==> config.mk <==
export PLATFORM = sky130hd
export DESIGN_NAME = dkh_cmd_queue
export DESIGN_NICKNAME = d
export VERILOG_FILES = /design/src/rtl/dkh_pkg.sv /design/src/rtl/dkh_cmd_queue.sv
export SDC_FILE = /design/constraint.sdc
export NUM_CORES = 1
export LEC_CHECK = 0
export ABC_AREA = 1
export BUFFER_PORTS_ARGS = -buffer_cell sky130_fd_sc_hd__buf_2
export CAP_MARGIN = 15
export CORE_ASPECT_RATIO = 1.5
export CORE_MARGIN = 10
export CORE_UTILIZATION = 45
export DETAILED_ROUTE_END_ITERATION = 8
export GPL_TIMING_DRIVEN = 0
export PLACE_DENSITY = 0.7
export SLEW_MARGIN = 20
export SYNTH_ARGS = -nofsm -noshare
export SYNTH_HDL_FRONTEND = slang
export SYNTH_SLANG_ARGS = --single-unit
==> constraint.sdc <==
create_clock -name clk -period 3.14 [get_ports clk]
set_clock_uncertainty 0.1 [all_clocks]
set_input_delay 0 -clock clk [delete_from_list [all_inputs] [get_ports clk]]
set_output_delay 0 -clock clk [all_outputs]
set_load 0.02 [all_outputs]
==> src/rtl/dkh_pkg.sv <==
// Shared constants, codes and control types for the k-mer histogram unit.
package dkh_pkg;

    localparam int K_MAX_DEF       = 8;
    localparam int COUNT_WIDTH_DEF = 32;
    localparam int K_MIN           = 3;
    localparam int QUEUE_DEPTH     = 4;
    localparam int OUT_DEPTH       = 4;

    localparam logic [3:0] K_SIZE_RESET = 4'd3;

    // Opcodes of an input transfer
    localparam logic [1:0] OP_PUSH    = 2'd0;
    localparam logic [1:0] OP_READ    = 2'd1;
    localparam logic [1:0] OP_RESTART = 2'd2;

    // Count table selection
    localparam logic [1:0] SEL_K  = 2'd0;
    localparam logic [1:0] SEL_K1 = 2'd1;
    localparam logic [1:0] SEL_K2 = 2'd2;

    // ASCII base characters and their codes
    localparam logic [7:0] CH_A = 8'h41;
    localparam logic [7:0] CH_T = 8'h54;
    localparam logic [7:0] CH_G = 8'h47;
    localparam logic [7:0] CH_C = 8'h43;

    localparam logic [1:0] CODE_A = 2'd0;
    localparam logic [1:0] CODE_T = 2'd1;
    localparam logic [1:0] CODE_G = 2'd2;
    localparam logic [1:0] CODE_C = 2'd3;

    // Classified command handed from front to back
    typedef struct packed {
        logic       is_read;
        logic       bad;
        logic [1:0] sel;
        logic       inc_k;
        logic       inc_k1;
        logic       inc_k2;
    } dkh_ctrl_t;

endpackage

==> src/rtl/dkh_cmd_queue.sv <==
// Small register FIFO carrying classified commands from front to back.
module dkh_cmd_queue #(
    parameter int WIDTH = 8,
    parameter int DEPTH = dkh_pkg::QUEUE_DEPTH
) (
    input  logic             clk,
    input  logic             rst_n,
    input  logic             push_valid,
    output logic             push_ready,
    input  logic [WIDTH-1:0] push_data,
    output logic             pop_valid,
    input  logic             pop_ready,
    output logic [WIDTH-1:0] pop_data
);

    localparam int PW = (DEPTH > 1) ? $clog2(DEPTH) : 1;
    localparam int CW = $clog2(DEPTH + 1);

    logic [WIDTH-1:0] slot_reg [DEPTH];
    logic [PW-1:0]    wr_ptr_reg, wr_ptr_next;
    logic [PW-1:0]    rd_ptr_reg, rd_ptr_next;
    logic [CW-1:0]    count_reg, count_next;
    logic             do_push, do_pop;

    assign push_ready = (count_reg != CW'(DEPTH));
    assign pop_valid  = (count_reg != '0);
    assign pop_data   = slot_reg[rd_ptr_reg];
    assign do_push    = push_valid && push_ready;
    assign do_pop     = pop_valid && pop_ready;

    always_comb
    begin
        wr_ptr_next = wr_ptr_reg;
        rd_ptr_next = rd_ptr_reg;
        count_next  = count_reg;
        if (do_push)
        begin
            wr_ptr_next = (wr_ptr_reg == PW'(DEPTH - 1)) ? '0 : wr_ptr_reg + 1'b1;
        end
        if (do_pop)
        begin
            rd_ptr_next = (rd_ptr_reg == PW'(DEPTH - 1)) ? '0 : rd_ptr_reg + 1'b1;
        end
        if (do_push && !do_pop)
        begin
            count_next = count_reg + 1'b1;
        end
        else if (do_pop && !do_push)
        begin
            count_next = count_reg - 1'b1;
        end
    end

    always_ff @(posedge clk or negedge rst_n)
    begin
        if (!rst_n)
        begin
            wr_ptr_reg <= '0;
            rd_ptr_reg <= '0;
            count_reg  <= '0;
        end
        else
        begin
            wr_ptr_reg <= wr_ptr_next;
            rd_ptr_reg <= rd_ptr_next;
            count_reg  <= count_next;
        end
    end

    always_ff @(posedge clk)
    begin
        if (do_push)
        begin
            slot_reg[wr_ptr_reg] <= push_data;
        end
    end

endmodule

After elaboration in Yosys (flattened, before gate mapping). Memories as Yosys holds them, arrays and structs flattened. Cells that the tools add are included. W data, S select, Z words.

Add/sub/neg operators: 4. Equal/unequal tests: 3. Multiplexer cells: 6. Reduce and logical (&&, ||, !) cells: 8.

Operators by type and width (count): $mux W3 (2); $add A2 B1 Y2 const B (2); $eq A2 B2 Y1 const B (2); $logic_and A1 B1 Y1 (4); $mux W2 (2); $add A3 B1 Y3 const B (1); $ne A3 B3 Y1 const B (1); $reduce_bool A3 Y1 (1); $sub A3 B1 Y3 const B (1); $logic_not A1 Y1 (2); $mux W1 (2); $reduce_bool A2 Y1 (1).

Flip-flop bits (word level): 7. RAM bits: 32. Bits of input ports: 12. Output and inout bits: 10. Memories kept: 1.

Memories: slot_reg (words 4, width 8, read ports 1, clocked after memory_dff 0, write ports 1, line dkh_cmd_queue.sv:19) `logic [WIDTH-1:0] slot_reg [DEPTH];`.

Logic depth before layout (Yosys ltp).
Depth in word-level cells: 6. Mapped depth: 12. Mapped depth without buffers: 12.

Least setup slack after synthesis. OpenSTA, ideal clock, no wires.

Kind: reg-to-reg. From: reg count_reg[1]. To: reg count_reg[2]. Arrival time: 1.710 ns. Path slack: 1.213 ns. Cell stages (with the launch flop): 11. Path buffers: 0. Clock period less this slack: 1.927 ns. Path through: dfrtp_1 inv_1 nand3_1 nand2_2 ha_1 inv_1 fa_1 nand2_1 nand3_1 nand2_1 nand2_1.

Word-level cells in the longest chain between the ends: 5. Elaborated cells on any way between the ends: 13. Classes of those cells: 2 x add/sub; 1 x eq/ne; 2 x mux; 8 x reduce/logical.

RTL lines: start, declared (line dkh_cmd_queue.sv:22) `logic [CW-1:0] count_reg, count_next;`; start signal, assigned (line dkh_cmd_queue.sv:66) `count_reg <= count_next;`; $reduce_bool A3 Y1 * (line dkh_cmd_queue.sv:26) `assign pop_valid = (count_reg != '0);`; named net pop_valid (line dkh_cmd_queue.sv:11) `output logic pop_valid,`; $logic_and A1 B1 Y1 * (line dkh_cmd_queue.sv:29) `assign do_pop = pop_valid && pop_ready;`; $logic_not A1 Y1 (line dkh_cmd_queue.sv:44) `if (do_push && !do_pop)`; $logic_and A1 B1 Y1 (line dkh_cmd_queue.sv:44); $mux W3 / $reduce_bool A2 Y1 (equally long branches).

Mark *: on every way through the listed nets, which the timed path passes. The rest lies on a longest branch. The select of a mux whose other input is x is not followed. A chain may end at the register's enable or synchronous reset.

Final worst setup path.
From: reg count_reg[1]. To: reg count_reg[2].

Word-level cells in the longest chain between the ends: 5. Elaborated cells on any way between the ends: 13. Classes of those cells: 2 x add/sub; 1 x eq/ne; 2 x mux; 8 x reduce/logical.

RTL lines: branches (longest 5 deep; another with $sub A3 B1 Y3).

Parallel ways; which one is timed is not known. The select of a mux whose other input is x is not followed.

==> impl_metrics.tcl <==
set metrics [dict create \
    status "complete, no violations" \
    cts_buffer_depth 2 \
    ys_top_cells_by_area "edfxtp_1, dfrtp_1, nand2_1" \
    synth-compound-area-share 0.07133 \
    cts.hold.buffers_added 12 \
    syn_nets 171 \
    postCtsSetupBuffers 0 \
    finalPower_uw 1916 \
    yosysMostFrequentCell "nand2_1" \
    synth-adder-area-share 0.05421 \
    htreeDepth 2 \
    die_h_um 96.47 \
    cts_tree "built" \
    hpwlAfterDp_um 2527 \
    finalSetupTns_ns 0 \
    period_share 0.6283 \
    async_flop_share 0.1795 \
    ys.flop_type "edfxtp_1" \
    area_growth_pct 20.47 \
    dr.pass1.iters 4 \
    drc 0 \
    arrival_ns 2.04 \
    port_buffers 21 \
    critPathCaptureType "flip-flop" \
    startpoint_type "flip-flop" \
    slew_headroom 0.4698 \
    root_buffer "clkbuf_8" \
    final_hold_viol_count 0 \
    synth-xor-area-share 0.004993 \
    netlist_area_mm2 0.001754 \
    nets 211 \
    avgSynthCellArea_um2 11.54 \
    synth-simple-area-share 0.1255 \
    cp.required_ns 3.21 \
    cts_resized 0 \
    seq_area_frac_synth 0.6476 \
    num_vias 1181 \
    fin_cells 236 \
    power.switching_uw 753.7 \
    drtAntennaViolNets 0 \
    min_path_type "input port to flip-flop" \
    path_clk_slew_ns 0.07 \
    cts_sinks 39 \
    floorplan.io_pins 22 \
    synth_cell_types 16 \
    setup_viol 0 \
    worst-path-max-fanout 4 \
    drv_slew 0 \
    largest_register_ffs 32 \
    synth-seq-cells 39 \
    synthCells 152 \
    fin_hold_ws_ns 0.3740 \
    drtIter0Drc 42 \
    synth.cells.most_frequent "nand2_1, edfxtp_1, inv_1" \
    pwr-share-clk 0.161 \
    netlist.area_leader.share 0.5478 \
    start_util 0.4721 \
    gp_congestion 0.7338 \
    die_area_mm2 0.006847 \
    core_mm2 0.003716 \
    period_minus_slack_ns 1.973 \
    row_count 27 \
    grt_pass1_vias 1274 \
    vias_per_cell 5.004 \
    track_usage 0.1097 \
    route.detailed.wl_per_inst_um 14.77 \
    dp_cells 216 \
    clock_latency_ns 0.28 \
    power_density_mw_per_mm2 906.5 \
    ys_warn_count 0 \
    nFillCells 333 \
    die-width_um 70.98 \
    cap_violations 0 \
    rsz0062_at_grt "false" \
    wl_um 3485 \
    synth_largest_area_cell "edfxtp_1" \
    cts_buffers 5 \
    p_int_uw 1162 \
    ir_worst_vdd_mv 0.6103 \
    swShare 0.3934 \
    combPwrFrac 0.442 \
    synth_edf_count 32 \
    critPathKind "flip-flop to flip-flop" \
    grt_max_degree 12 \
    p_seq_frac 0.396 \
    worst_pin_slew_ns 0.7923 \
    synth_top_family_by_area "simple AND/OR/NAND/NOR gates" \
    fmax_mhz 506.9 \
    diodes 0 \
    antenna_found_initial 0 \
    overflow 0 \
    synthMuxAreaShare 0 \
    grt_first_pass_wirelength_um 5975 \
    drive_above_1_share 0.1813 \
    power_leakage_uw 0.0009264 \
]
## power groups by stage
stage / Clock (uW) / Combinational (uW) / Sequential, uW
3_5_place_dp: 0 / 850 / 771
4_1_cts: 316 / 866 / 760
5_1_grt: 342 / 958 / 773
3_3_place_gp: 0 / 804 / 763
2_1_floorplan: 0 / 597 / 755
6_report: 309 / 847 / 759
## metrics by stage
step | setup slack (ns) | utilization | instance area [um2]
floorplan | 1.213 | - | 1754
global placement | 1.299 | 0.5148 | 1913
detailed placement | 1.178 | 0.5148 | 1913
CTS | 1.166 | 0.5687 | 2113
global route | 0.9792 | 0.5687 | 2113
finish | 1.167 | 0.5687 | 2113
## worst max-delay path, cell delays in order, from the launching register on
cell and delay [ns]:
dfrtp_1 0.40, inv_1 0.12, nand3_1 0.18, nand2_2 0.14
ha_1 0.18, inv_1 0.07, fa_1 0.40, nand2_1 0.11
nand3_1 0.08, nand2_1 0.06, nand2_1 0.04
## cells by family (layout without fill, tap and decap cells)
family,count (synthesis),in the layout
AO/OA/AOI/OAI,17,17
XOR/XNOR,1,1
buffers and inverters,35,76
adder cells (fa/ha/maj),7,7
flip-flops,39,39
AND/OR/NAND/NOR,53,53
## final cells by class
type / count / area, um2 / share of cell area
plain buffers: 5 / 56.30 / 0.02664
clock buffers: 8 / 80.08 / 0.03789
inverters: 30 / 112.6 / 0.05329
multi-input cells: 78 / 449.2 / 0.2126
flip-flops and latches: 39 / 1136 / 0.5376
well taps: 43 / 53.80 / 0.02546
repair buffers: 33 / 225.2 / 0.1066
## cell usage in the layout (no fill, tap or decap), types with 2 or more instances in the layout
master	n
clkbuf_1	3
nand2_2	2
nand2_1	37
nor2_1	6
dlygate4sd3_1	12
o211ai_1	16
dfrtp_1	7
clkbuf_8	5
ha_1	6
nand3_1	6
edfxtp_1	32
buf_2	21
inv_1	29
buf_6	5
## final timing paths
| kind | cells after the start | to | slack [ns] | from |
|---|---|---|---|---|
| worst max register to register | 10 | count_reg[2] | 1.17 | count_reg[1] |
| worst min register to register | 2 | count_reg[2] | 0.41 | count_reg[2] |
| max in group asynchronous | 3 | wr_ptr_reg[1] | 2.14 | rst_n |
| min in group asynchronous | 3 | rd_ptr_reg[1] | 0.56 | rst_n |
| worst min-delay path | 2 | slot_reg[3][0] | 0.37 | push_data[0] |
| worst max-delay path | 10 | count_reg[2] | 1.17 | count_reg[1] |
## routing by layer
layer  up-vias  share of wire  GRT usage
met4         0          0.015    0.04207
met5         -              0          0
met3         6          0.049    0.03571
met1       563           0.39     0.1157
li1        582              -          -
met2        30           0.54     0.1987
Power figures use the tool's default switching activity.
