`config.mk`:
```
export PLATFORM = sky130hd
export DESIGN_NAME = dkh_front_flat
export DESIGN_NICKNAME = d
export VERILOG_FILES = /design/src/rtl/dkh_pkg.sv /design/src/rtl/dkh_in_if.sv /design/src/rtl/dkh_front.sv /design/src/flat_wrapper.sv
export SDC_FILE = /design/constraint.sdc
export NUM_CORES = 1
export LEC_CHECK = 0
export ABC_AREA = 1
export BUFFER_PORTS_ARGS = -buffer_cell sky130_fd_sc_hd__buf_2
export CORE_ASPECT_RATIO = 1.4
export CORE_MARGIN = 3
export CORE_UTILIZATION = 40
export CTS_CLUSTER_SIZE = 8
export DETAILED_ROUTE_END_ITERATION = 16
export HOLD_SLACK_MARGIN = 0.1
export PLACE_DENSITY = 0.77
export SLEW_MARGIN = 20
export SYNTH_ARGS = -nofsm -noshare
export SYNTH_HDL_FRONTEND = slang
export SYNTH_SLANG_ARGS = --single-unit
export TNS_END_PERCENT = 50
```
`constraint.sdc`:
```
create_clock -name clk -period 2.9 [get_ports clk]
set_input_delay 0.145 -clock clk [delete_from_list [all_inputs] [get_ports clk]]
set_output_delay 0.145 -clock clk [all_outputs]
set_load 0.05 [all_outputs]
```
`src/rtl/dkh_pkg.sv`:
```
// Shared constants, codes and control types for the k-mer histogram unit.
package dkh_pkg;

    localparam int K_MAX_DEF       = 8;
    localparam int COUNT_WIDTH_DEF = 32;
    localparam int K_MIN           = 3;
    localparam int QUEUE_DEPTH     = 4;
    localparam int OUT_DEPTH       = 4;

    localparam logic [3:0] K_SIZE_RESET = 4'd3;

    // Opcodes of an input transfer
    localparam logic [1:0] OP_PUSH    = 2'd0;
    localparam logic [1:0] OP_READ    = 2'd1;
    localparam logic [1:0] OP_RESTART = 2'd2;

    // Count table selection
    localparam logic [1:0] SEL_K  = 2'd0;
    localparam logic [1:0] SEL_K1 = 2'd1;
    localparam logic [1:0] SEL_K2 = 2'd2;

    // ASCII base characters and their codes
    localparam logic [7:0] CH_A = 8'h41;
    localparam logic [7:0] CH_T = 8'h54;
    localparam logic [7:0] CH_G = 8'h47;
    localparam logic [7:0] CH_C = 8'h43;

    localparam logic [1:0] CODE_A = 2'd0;
    localparam logic [1:0] CODE_T = 2'd1;
    localparam logic [1:0] CODE_G = 2'd2;
    localparam logic [1:0] CODE_C = 2'd3;

    // Classified command handed from front to back
    typedef struct packed {
        logic       is_read;
        logic       bad;
        logic [1:0] sel;
        logic       inc_k;
        logic       inc_k1;
        logic       inc_k2;
    } dkh_ctrl_t;

endpackage

```
`src/rtl/dkh_in_if.sv`:
```
// Input channel interface: one command per transfer.
interface dkh_in_if;
    logic        valid;
    logic        ready;
    logic [1:0]  opcode;
    logic [7:0]  base_char;
    logic [1:0]  table_select;
    logic [15:0] read_index;

    modport source (output valid, output opcode, output base_char, output table_select,
                    output read_index, input ready);
    modport sink   (input valid, input opcode, input base_char, input table_select,
                    input read_index, output ready);
endinterface

```
`src/rtl/dkh_front.sv`:
```
// Front end: accepts commands, holds k and the base window, classifies each command.
module dkh_front #(
    parameter int K_MAX = dkh_pkg::K_MAX_DEF
) (
    input  logic                     clk,
    input  logic                     rst_n,
    input  logic                     cfg_wr_en,
    input  logic [3:0]               cfg_wr_data,
    dkh_in_if.sink                   in_ch,
    input  logic                     q_ready,
    input  logic                     clr_busy,
    output logic                     push_valid,
    output dkh_pkg::dkh_ctrl_t       ctrl,
    output logic [2*K_MAX-1:0]       addr_k,
    output logic [2*(K_MAX-1)-1:0]   addr_k1,
    output logic [2*(K_MAX-2)-1:0]   addr_k2
);

    localparam int AK   = 2 * K_MAX;
    localparam int AK1  = 2 * (K_MAX - 1);
    localparam int AK2  = 2 * (K_MAX - 2);
    localparam int SW   = $clog2(K_MAX + 1);
    localparam int CMPW = (SW > 4) ? SW : 4;

    logic [3:0]      k_size_reg;
    logic [AK-1:0]   window_reg, window_next;
    logic [SW-1:0]   seen_reg, seen_next;

    logic            fire;
    logic            code_ok;
    logic [1:0]      code;
    logic [CMPW-1:0] k_raw, k_eff;
    logic [CMPW-1:0] seen_ext, seen_inc;
    logic [AK-1:0]   window_shift;
    logic [AK-1:0]   mask_k, mask_k1, mask_k2;
    logic [AK+15:0]  idx_ext;

    assign in_ch.ready = q_ready && !clr_busy;
    assign fire        = in_ch.valid && in_ch.ready;
    assign push_valid  = fire;

    // Clamp k into the supported range
    assign k_raw = CMPW'(k_size_reg);
    always_comb
    begin
        k_eff = k_raw;
        if (k_raw < CMPW'(dkh_pkg::K_MIN))
        begin
            k_eff = CMPW'(dkh_pkg::K_MIN);
        end
        else if (k_raw > CMPW'(K_MAX))
        begin
            k_eff = CMPW'(K_MAX);
        end
    end

    always_comb
    begin
        code_ok = 1'b1;
        case (in_ch.base_char)
            dkh_pkg::CH_A: code = dkh_pkg::CODE_A;
            dkh_pkg::CH_T: code = dkh_pkg::CODE_T;
            dkh_pkg::CH_G: code = dkh_pkg::CODE_G;
            dkh_pkg::CH_C: code = dkh_pkg::CODE_C;
            default:
            begin
                code    = dkh_pkg::CODE_A;
                code_ok = 1'b0;
            end
        endcase
    end

    assign window_shift = {window_reg[AK-3:0], code};
    assign seen_ext     = CMPW'(seen_reg);
    assign seen_inc     = (seen_ext < CMPW'(K_MAX)) ? seen_ext + 1'b1 : seen_ext;
    assign idx_ext      = {{AK{1'b0}}, in_ch.read_index};

    // Digit masks for the three substring lengths
    always_comb
    begin
        for (int d = 0; d < K_MAX; d++)
        begin
            mask_k[2*d +: 2]  = {2{CMPW'(d) < k_eff}};
            mask_k1[2*d +: 2] = {2{CMPW'(d + 1) < k_eff}};
            mask_k2[2*d +: 2] = {2{CMPW'(d + 2) < k_eff}};
        end
    end

    always_comb
    begin
        ctrl        = '0;
        addr_k      = '0;
        addr_k1     = '0;
        addr_k2     = '0;
        window_next = window_reg;
        seen_next   = seen_reg;
        case (in_ch.opcode)
            dkh_pkg::OP_PUSH:
            begin
                if (code_ok)
                begin
                    window_next = window_shift;
                    seen_next   = SW'(seen_inc);
                    ctrl.inc_k  = (seen_inc >= k_eff);
                    ctrl.inc_k1 = ((seen_inc + 1'b1) >= k_eff);
                    ctrl.inc_k2 = ((seen_inc + 2'd2) >= k_eff);
                    addr_k      = window_shift & mask_k;
                    addr_k1     = window_shift[AK1-1:0] & mask_k1[AK1-1:0];
                    addr_k2     = window_shift[AK2-1:0] & mask_k2[AK2-1:0];
                end
                else
                begin
                    ctrl.bad    = 1'b1;
                    window_next = '0;
                    seen_next   = '0;
                end
            end
            dkh_pkg::OP_READ:
            begin
                ctrl.is_read = 1'b1;
                ctrl.sel     = in_ch.table_select;
                addr_k       = idx_ext[AK-1:0];
                addr_k1      = idx_ext[AK1-1:0];
                addr_k2      = idx_ext[AK2-1:0];
            end
            dkh_pkg::OP_RESTART:
            begin
                window_next = '0;
                seen_next   = '0;
            end
            default:
            begin
                ctrl = '0;
            end
        endcase
    end

    always_ff @(posedge clk or negedge rst_n)
    begin
        if (!rst_n)
        begin
            k_size_reg <= dkh_pkg::K_SIZE_RESET;
            window_reg <= '0;
            seen_reg   <= '0;
        end
        else
        begin
            if (cfg_wr_en)
            begin
                k_size_reg <= cfg_wr_data;
            end
            if (fire)
            begin
                window_reg <= window_next;
                seen_reg   <= seen_next;
            end
        end
    end

endmodule

```
`src/flat_wrapper.sv`:
```
// flat-port wrapper written by rule: the top's interface ports become plain ports
module dkh_front_flat 
#(
    parameter int K_MAX = dkh_pkg::K_MAX_DEF
)
  (clk, rst_n, cfg_wr_en, cfg_wr_data, q_ready, clr_busy, push_valid, ctrl, addr_k, addr_k1, addr_k2, in_ch_valid, in_ch_opcode, in_ch_base_char, in_ch_table_select, in_ch_read_index, in_ch_ready);
  dkh_in_if in_ch_i ();
  input  logic clk;
  input  logic rst_n;
  input  logic cfg_wr_en;
  input  logic [3:0] cfg_wr_data;
  input  logic q_ready;
  input  logic clr_busy;
  output logic push_valid;
  output dkh_pkg::dkh_ctrl_t ctrl;
  output logic [2*K_MAX-1:0] addr_k;
  output logic [2*(K_MAX-1)-1:0] addr_k1;
  output logic [2*(K_MAX-2)-1:0] addr_k2;
  input wire logic [$bits(in_ch_i.valid)-1:0] in_ch_valid;
  input wire logic [$bits(in_ch_i.opcode)-1:0] in_ch_opcode;
  input wire logic [$bits(in_ch_i.base_char)-1:0] in_ch_base_char;
  input wire logic [$bits(in_ch_i.table_select)-1:0] in_ch_table_select;
  input wire logic [$bits(in_ch_i.read_index)-1:0] in_ch_read_index;
  output wire logic [$bits(in_ch_i.ready)-1:0] in_ch_ready;
  assign in_ch_i.valid = in_ch_valid;
  assign in_ch_i.opcode = in_ch_opcode;
  assign in_ch_i.base_char = in_ch_base_char;
  assign in_ch_i.table_select = in_ch_table_select;
  assign in_ch_i.read_index = in_ch_read_index;
  assign in_ch_ready = in_ch_i.ready;
  dkh_front #(.K_MAX(K_MAX)) u_core (.clk(clk), .rst_n(rst_n), .cfg_wr_en(cfg_wr_en), .cfg_wr_data(cfg_wr_data), .in_ch(in_ch_i), .q_ready(q_ready), .clr_busy(clr_busy), .push_valid(push_valid), .ctrl(ctrl), .addr_k(addr_k), .addr_k1(addr_k1), .addr_k2(addr_k2));
endmodule
```
=== Word level (Yosys, flattened, before mapping) ===
Cells that the tools add are included.
W data, S select, Z words.

* Bits in registers: 22
* Input bits: 38
* Output and inout port bits: 51
* Word-level logic and storage cells: 57

* Add/subtract/negate cells: 3
* Magnitude comparators: 14
* Equal/unequal tests: 6
* Multiplexer cells: 21
* Bitwise logic cells: 3
* Reductions and logical operators: 7

{| class="wikitable"
|+ Operators by type and width
! operator !! count
|-
| $pmux W14 S2 || 2
|-
| $eq A8 B7 Y1 const B || 4
|-
| $pmux W16 S2 || 1
|-
| $mux W14 || 2
|-
| $pmux W12 S2 || 1
|-
| $and A16 B16 Y16 || 1
|-
| $lt A3 B4 Y1 const A || 4
|-
| $mux W16 || 1
|-
| $mux W4 || 4
|-
| $and A14 B14 Y14 || 1
|-
| $and A12 B12 Y12 || 1
|-
| $ge A4 B4 Y1 || 3
|-
| $mux W12 || 1
|-
| $add A4 B1 Y4 const B || 2
|-
| $lt A1 B4 Y1 const A || 2
|-
| $lt A2 B4 Y1 const A || 2
|-
| $pmux W4 S2 || 1
|-
| $mux W3 || 2
|-
| $pmux W2 S3 || 1
|-
| $add A4 B2 Y4 const B || 1
|-
| $gt A4 B4 Y1 const B || 1
|-
| $lt A4 B2 Y1 const B || 1
|-
| $lt A4 B4 Y1 const B || 1
|-
| $mux W1 || 4
|-
| other kinds (9) || 10
|}

=== Depth between registers and ports, before layout ===
* Word-level depth: 7
* Depth in mapped cells: 13
* Gate-level depth less buffers: 13

=== Worst setup path after synthesis ===
Ideal clock, no wire load.

* Kind: register to output
* From: reg u_core.seen_reg[0], in the netlist u_core.seen_ext[0]
* To: out ctrl[1] in the netlist's numbering
* Data arrival time: 2833 ps
* Data required time: 2755 ps
* Setup slack: -78 ps
* Cell stages (with the launch flop): 11
* Buffers on the path: 0
* Cell sequence: dfrtp_1 -> ha_1 -> inv_1 -> o21ai_0 -> ha_1 -> or2_2 -> o221ai_1 -> ha_1 -> nand2_1 -> o21a_1 -> a21oi_1

{| class="wikitable"
|+ RTL lines
! item !! line !! source
|-
| start, declared || dkh_front.sv:27 || <nowiki>logic [SW-1:0] seen_reg, seen_next;</nowiki>
|-
| start signal, assigned || dkh_front.sv:155 || <nowiki>seen_reg <= seen_next;</nowiki>
|-
| end, declared || flat_wrapper.sv:15 || <nowiki>output dkh_pkg::dkh_ctrl_t ctrl;</nowiki>
|}

==> results.ini <==
[cts]
htreeDepth = 1
clk_latency_ns = 0.26
clockBufferDepth = 2
clkSlewWorstSetupHoldPaths_ns = 0.09
cts.sinks = 22
cts_made_buffers = 3
root_buffer = clkbuf_8
tritoncts = built

[cells_and_area]
fin_util_pct = 55.2
stdcell_count = 452
final_cell_mix = nand2_1, buf_2, inv_1, nor2_1, o21ai_1
stdcell_area_um2 = 2560
syn2layout_area_growth_pct = 30.9
drive_gt1_share_pct = 30.3
largest_reg_flops = 14
n_antenna_cell = 0
nets = 442
final_common_cell = nand2_1

[sta]
fin_skew_ns = 0.00888
slew_viol_final = 0
worst_slack_ns = 0.182
fin_crit_sh_pct = 93.7
tightest_slew_ns = 0.480
setup-violations-final = 0
fmax_mhz = 368
setup_tns_ns = 0
finalCriticalPeriod_ns = 2.72
rsz0062_at_grt = false
relSlewSlack_pct = 67.7
hold_viol_final = 0

[drt]
drt_iter0_drc = 86
final_antenna_net_count = 0
dr.pass1.iters = 4
wirelength_mm = 5.52
vias = 2192
via_per_inst = 4.85
drt-wirelength-per-cell_um = 12.2
drc = 0

[global_route]
grt.total_usage_pct = 19.6
grt_pass1_wl_mm = 9.10
grt_max_degree = 30
overflow = 0
antenna_found_initial = 0
grt_pass1_vias = 2014

[yosys]
synth_area_um2 = 1960
synth_seq_cells = 22
synth_top_area_share_pct = 25.6
seq_area_frac_synth_pct = 28.2
yosys.area.top_type = dfrtp_1
ys_types = 29
syn_avg_cell_area_um2 = 6.55
netlist_instances = 299
synth_nets = 350
ys_warn_count = 0
synthTopCellsByArea = dfrtp_1, nand2_1, ha_1

[worst_setup_path]
cpMaxStageDelayCell = dfrtp_1
cp_cell_sequence = ha_1 -> nand2_1 -> nand2_1 -> nand2_1 -> inv_1 -> ha_1 -> or2_2 -> o221ai_1 -> ha_1 -> a21oi_1 -> o21a_1 -> a21oi_2 -> buf_4
r2r_slack_ns = 1.61
r2r_cells = 6
worstReg2RegEnd = u_core.seen_ext[1]
critPathKind = reg -> out
critPathCapture = ctrl[1]
critPathArrivalTime_ns = 2.57
r2r-start = u_core.seen_ext[1]
cp_max_fo = 4
critPathRequiredTime_ns = 2.76
critPathLaunch = u_core.seen_ext[1]
max_stage_delay_ns = 0.41
worstSetupEndpointType = output pin
setup.worst_path.start_class = flip-flop

[placement]
dp_slack_ns = 0.343
port_buffers = 88
globalplace.congestion = 0.826
dp_cells = 445
hpwl_mm = 4.51
dpl-instance-area_um2 = 2460

[power]
vdd_drop_max_mv = 0.243
p_leak_uw = 0.00142
cellPowerDensity_nw_per_um2 = 364

[status]
status = complete, no violations

[flow_run]
maxCapViolCount = 0

[floorplanning]
ios = 89
die_area_um2 = 5780
die_h_um = 88.8
die_x_um = 65.1
start_util_pct = 42.2
core.rowCount = 29
core_um2 = 4640

[worst_hold_path]
hold_path.class = in -> reg

[worst min path at each step]
stage                        start                    to  slack [ns]  depth (start not counted)
floorplan                    rst_n       u_core.k_raw[2]       -0.15                          0
global placement             rst_n  u_core.window_reg[5]        0.13                          1
detailed placement           rst_n  u_core.window_reg[5]        0.13                          1
CTS                 cfg_wr_data[3]       u_core.k_raw[3]        0.10                          3
global route        cfg_wr_data[1]       u_core.k_raw[1]        0.11                          2
finish              cfg_wr_data[3]       u_core.k_raw[3]        0.09                          3
[power breakdown]
part	internal [uW]	leakage, uW	switching (uW)
logic	91.5	0.00109	224
clock network	184	0.0000357	102
registers	320	0.000292	11.9
total	596	0.00142	337
[cells in the mapped netlist (all sizes together)]
master and count:
a21oi 8, a22o 3, a31oi 1, buf 8, dfrtp 20, dfstp 2
ha 13, inv 39, mux2 1, nand2 91, nand3 18, nand3b 6
nand4 1, nor2 33, nor3 1, o21a 1, o21ai 48, o221ai 1
o22ai 1, or2 1, xnor2 2
[cells by family after synthesis]
logic type                 share of synthesized area, %
and+or+nand+nor                                    33.7
AOI/OAI and AO/OA                                  18.1
buffers and inverters                              10.2
DFF                                                28.2
adders and majority gates                          8.31
xor gates and xnor gates                          0.895
muxes                                             0.575
[per-stage QoR]
stage / hold WS (ns) / power, uW
after floorplan: -0.151 / 558
after detailed placement: 0.134 / 652
after CTS: 0.102 / 937
after global routing: 0.105 / 984
after global placement: 0.134 / 648
final: 0.0947 / 933
[repair_timing]
action                                 4_1_cts  5_1_grt
setup endpoints to repair                    0        2
buffers inserted                             0        1
hold buffers                                 2        0
resized for setup                            0        6
endpoints found under the hold margin       21        0
[per-layer routing]
layer / GRT usage, % / routed length, um
met1: 24.2 / 2390
met2: 36.8 / 2680
met3: 1.91 / 412
met4: 4.34 / 30
met5: 0 / 0
[critical path, delay by kind of cell, from the launching register on]
| family | cells | cell delay [ns] |
|---|---|---|
| adder cells (fa/ha/maj) | 3 | 0.70 |
| AO/OA/AOI/OAI | 4 | 0.42 |
| buffers and inverters | 2 | 0.28 |
| flip-flops | 1 | 0.41 |
| AND/OR/NAND/NOR | 4 | 0.50 |
[area by class of cell]
cell class | instances | area, um^2
timing repair buffer | 95 | 503
clock buffer | 3 | 41.3
multi-input combinational | 230 | 1210
tap | 62 | 77.6
clock inverter | 1 | 30.0
fill | 497 | 2080
inverter | 39 | 146
sequential | 22 | 554
Power figures use the tool's default switching activity.
